### src/design/legv8_subset_execute_unit_assert.svh
// ----------------------------------------------------------------------------
// Assertion macros for the LEGv8 subset execute unit
// Implication checks on the rising edge of clk, disabled while arst_n is low.
// ----------------------------------------------------------------------------
`ifndef LEGV8_SUBSET_EXECUTE_UNIT_ASSERT_SVH
`define LEGV8_SUBSET_EXECUTE_UNIT_ASSERT_SVH

`ifndef SYNTHESIS

// Same-cycle implication.
`define LSE_ASSERT_IMPL(label, ante, cons) \
	label: assert property (@(posedge clk) disable iff (!arst_n) (ante) |-> (cons)) \
	else $error("legv8_subset_execute_unit: same-cycle check failed");

// Next-cycle implication.
`define LSE_ASSERT_NEXT(label, ante, cons) \
	label: assert property (@(posedge clk) disable iff (!arst_n) (ante) |=> (cons)) \
	else $error("legv8_subset_execute_unit: next-cycle check failed");

`else

`define LSE_ASSERT_IMPL(label, ante, cons)
`define LSE_ASSERT_NEXT(label, ante, cons)

`endif

`endif

### src/design/lse_ram.sv
`timescale 1ns / 1ps
// ----------------------------------------------------------------------------
// lse_ram
// Generic single-write, single-read RAM with a registered read port.
// ----------------------------------------------------------------------------
module lse_ram #(
	parameter int WIDTH = 32,
	parameter int DEPTH = 32
) (
	input  logic                     clk,
	input  logic                     we,
	input  logic [$clog2(DEPTH)-1:0] waddr,
	input  logic [WIDTH-1:0]         wdata,
	input  logic                     re,
	input  logic [$clog2(DEPTH)-1:0] raddr,
	output logic [WIDTH-1:0]         rdata
);

	logic [WIDTH-1:0] mem_q [DEPTH];

	always_ff @(posedge clk) begin
		if (we) begin
			mem_q[waddr] <= wdata;
		end
		if (re) begin
			rdata <= mem_q[raddr];
		end
	end

endmodule

### config.mk
export PLATFORM = sky130hd
export DESIGN_NAME = lse_ram
export DESIGN_NICKNAME = d
export VERILOG_FILES = /design/src/design/legv8_subset_execute_unit_assert.svh /design/src/design/lse_ram.sv
export SDC_FILE = /design/constraint.sdc
export NUM_CORES = 1
export LEC_CHECK = 0
export BUFFER_PORTS_ARGS = -buffer_cell sky130_fd_sc_hd__buf_2
export CORE_UTILIZATION = 40
export CTS_BUF_LIST = sky130_fd_sc_hd__clkbuf_4 sky130_fd_sc_hd__clkbuf_8 sky130_fd_sc_hd__clkbuf_16
export CTS_CLUSTER_SIZE = 24
export DETAILED_ROUTE_END_ITERATION = 6
export PLACE_DENSITY = 0.61
export SLEW_MARGIN = 20
export SYNTH_ARGS = -nofsm -noshare
export SYNTH_HDL_FRONTEND = slang
export SYNTH_SLANG_ARGS = --single-unit
### constraint.sdc
create_clock -name clk -period 3.55 [get_ports clk]
set_input_delay 0.71 -clock clk [delete_from_list [all_inputs] [get_ports clk]]
set_output_delay 0.71 -clock clk [all_outputs]
set_load 0.05 [all_outputs]
==> results.json <==
{
  "ys_types": 24,
  "arrival_ps": 2660,
  "cp_top_family": "buffers and inverters",
  "endpoint_kind": "flop",
  "setup.worst_path.class": "in2reg",
  "path_depth": 8,
  "cts_tree": "done",
  "die_width_um": 321,
  "antenna_found_initial": 8,
  "clk_path_buf_depth": 3,
  "setup_tns_ps": 0,
  "grt.total_usage": 0.200,
  "n_fill_cell": 8426,
  "drv_slew": 0,
  "top_usage_layer": "met2",
  "areaGrowthSynthToFinish_pct": 15.2,
  "hp-class": "in2reg",
  "synth_common_cells": "edfxtp_1, mux2i_1, nand2_1, nand3_1",
  "fin_worst_skew_ps": 23.6,
  "die-area_um2": 103000,
  "synth_largest_area_cell": "edfxtp_1",
  "multi_input_area_um2": 8610,
  "overflow": 0,
  "hold_viol_final": 0,
  "core_um2": 101000,
  "final_nets": 2454,
  "min_delay_path_depth": 1,
  "finalSetupViolCount": 0,
  "leakage_nw": 16.2,
  "cpPeakStageDelay_ps": 380,
  "use_met1": 0.274,
  "p_per_area_nw_per_um2": 555,
  "synth-edff-count": 1056,
  "ys_ff_latch": 1056,
  "start_util": 0.406,
  "grt_util_met2": 0.336,
  "grt_pass1_wl_um": 150000,
  "ant_nets": 0,
  "die_h_um": 321,
  "ys_warn_count": 0,
  "critPathLaunchType": "input pin",
  "yosys-top-cells-area": "edfxtp_1, mux2i_1, a22oi_1",
  "worstPathRequired_ps": 3940,
  "fmax_mhz": 439,
  "root_buffer": "clkbuf_16",
  "hold_buffers": 0,
  "period_needed_ps": 2280,
  "place_ws_ps": 570,
  "maxSlewHeadroom": 0.484,
  "crit_fanout": 36,
  "clk_pin_slew_worst_paths_ps": 60,
  "initialDrtViolationCount": 2130,
  "clock_latency_ps": 670,
  "ios": 77,
  "rows": 116,
  "avgSynthCellArea_um2": 18.1,
  "synth_area_um2": 40800,
  "syn_inst": 2260,
  "crit_slowest_cell": "a31oi_1",
  "vdd_drop_max_mv": 0.405,
  "met3_usage": 0.0288,
  "io_buffers": 76,
  "maxCapViolations": 0,
  "cts_setup_buffers": 0,
  "path_buf_inv": 3,
  "vias": 21300,
  "drive_above_1_share": 0.149,
  "dp_hpwl_um": 56800,
  "gp_congestion": 0.796,
  "ctsResizeCount": 0,
  "fin_ws_ps": 1270,
  "async_reset_ff_frac": 0,
  "worst_pin_slew_ps": 773,
  "grt_max_degree": 57,
  "grt_pass1_vias": 21500,
  "outcome": "completed",
  "yosysMostFrequentCell": "edfxtp_1",
  "synth_fp_nets": 2305,
  "vias_per_cell": 5.52,
  "cts_made_buffers": 104,
  "path_cells": "buf_8 -> buf_12 -> buf_4 -> mux2i_1 -> a22o_1 -> nor3_1 -> a31oi_1 -> nand3_1",
  "cts_sinks": 1056,
  "drt-pass1-iter-count": 5,
  "seq_area_frac_synth": 0.777,
  "drt_wl_total_um": 104000,
  "fin_crit_sh": 0.641,
  "cts_max_level": 3,
  "reg2reg_depth": 5,
  "wl_per_cell_um": 27.0,
  "rsz0062_at_grt": "false",
  "netlist.area_leader.share": 0.777,
  "drc": 0,
  "seqCellArea_um2": 31700,
  "synth_ff_type": "edfxtp_1"
}
==> flip-flops by register name, summed over array words and instances (netlist names) <==
register	cells
mem_q	1024
rdata	32
==> report_power, final <==
part           switching (W)  internal [W]
sequential         0.0000579        0.0139
clock                0.00462       0.00605
combinational       0.000990      0.000444
total                0.00567        0.0204
==> cell families (layout without fill, tap and decap cells) <==
| kind of cell | Yosys count | count (layout) | synth area share |
|---|---|---|---|
| AOI/OAI and AO/OA | 288 | 288 | 0.0481 |
| buffers and inverters | 127 | 362 | 0.0185 |
| and+or+nand+nor | 277 | 277 | 0.0308 |
| muxes | 512 | 512 | 0.126 |
| other | 0 | 1 | 0 |
| DFF | 1056 | 1056 | 0.777 |
==> cells in the final DEF (no fill, tap or decap), drive strengths merged <==
master	netlist	routed
and2	1	1
bufinv	0	8
and2b	1	1
a22o	64	64
nor3	32	32
or3	1	1
mux2i	512	512
clkbuf	48	116
nand2	98	98
or2	1	1
clkinvlp	0	10
a31oi	32	32
diode	0	1
inv	0	4
edfxtp	1056	1056
nor2b	1	1
or3b	3	3
a22oi	96	96
nand2b	2	2
a21oi	96	96
nand3	98	98
nor2	34	34
clkinv	0	54
buf	79	170
nand3b	5	5
==> layout make-up <==
cell class,instances,share of cell area
sequential,1056,0.674
multi-input combinational,1077,0.183
clock buffer,116,0.0573
tap,1357,0.0361
timing repair buffer,170,0.0356
clock inverter,76,0.0134
antenna,1,0.0000532
==> path summary, 6_finish.rpt <==
path | end | slack, ps | start
setup / recovery | rdata[26] | 1270 | raddr[0]
hold reg to reg | rdata[18] | 680 | mem_q[10][18]
hold / removal | mem_q[1][13] | 540 | wdata[13]
setup reg to reg | rdata[15] | 1870 | mem_q[6][15]
==> metal layers <==
| metal | up-vias | part of all wire |
|---|---|---|
| met5 | - | 0.00049 |
| li1 | 9328 | - |
| met1 | 11100 | 0.43 |
| met4 | 8 | 0.018 |
| met3 | 133 | 0.058 |
| met2 | 674 | 0.50 |
==> per-stage QoR <==
step	total power, W	cell area [um2]	util	hold slack, ps	cells
finish	0.0261	47000	0.467	544	3853
global route	0.0268	47000	0.467	529	3852
CTS	0.0263	47000	0.467	501	3852
detailed placement	0.0157	43700	0.434	667	3660
global placement	0.0156	43700	0.434	666	3660
floorplan	0.0151	40800	-	629	2260
No activity file was read; power rests on OpenSTA's default activity.
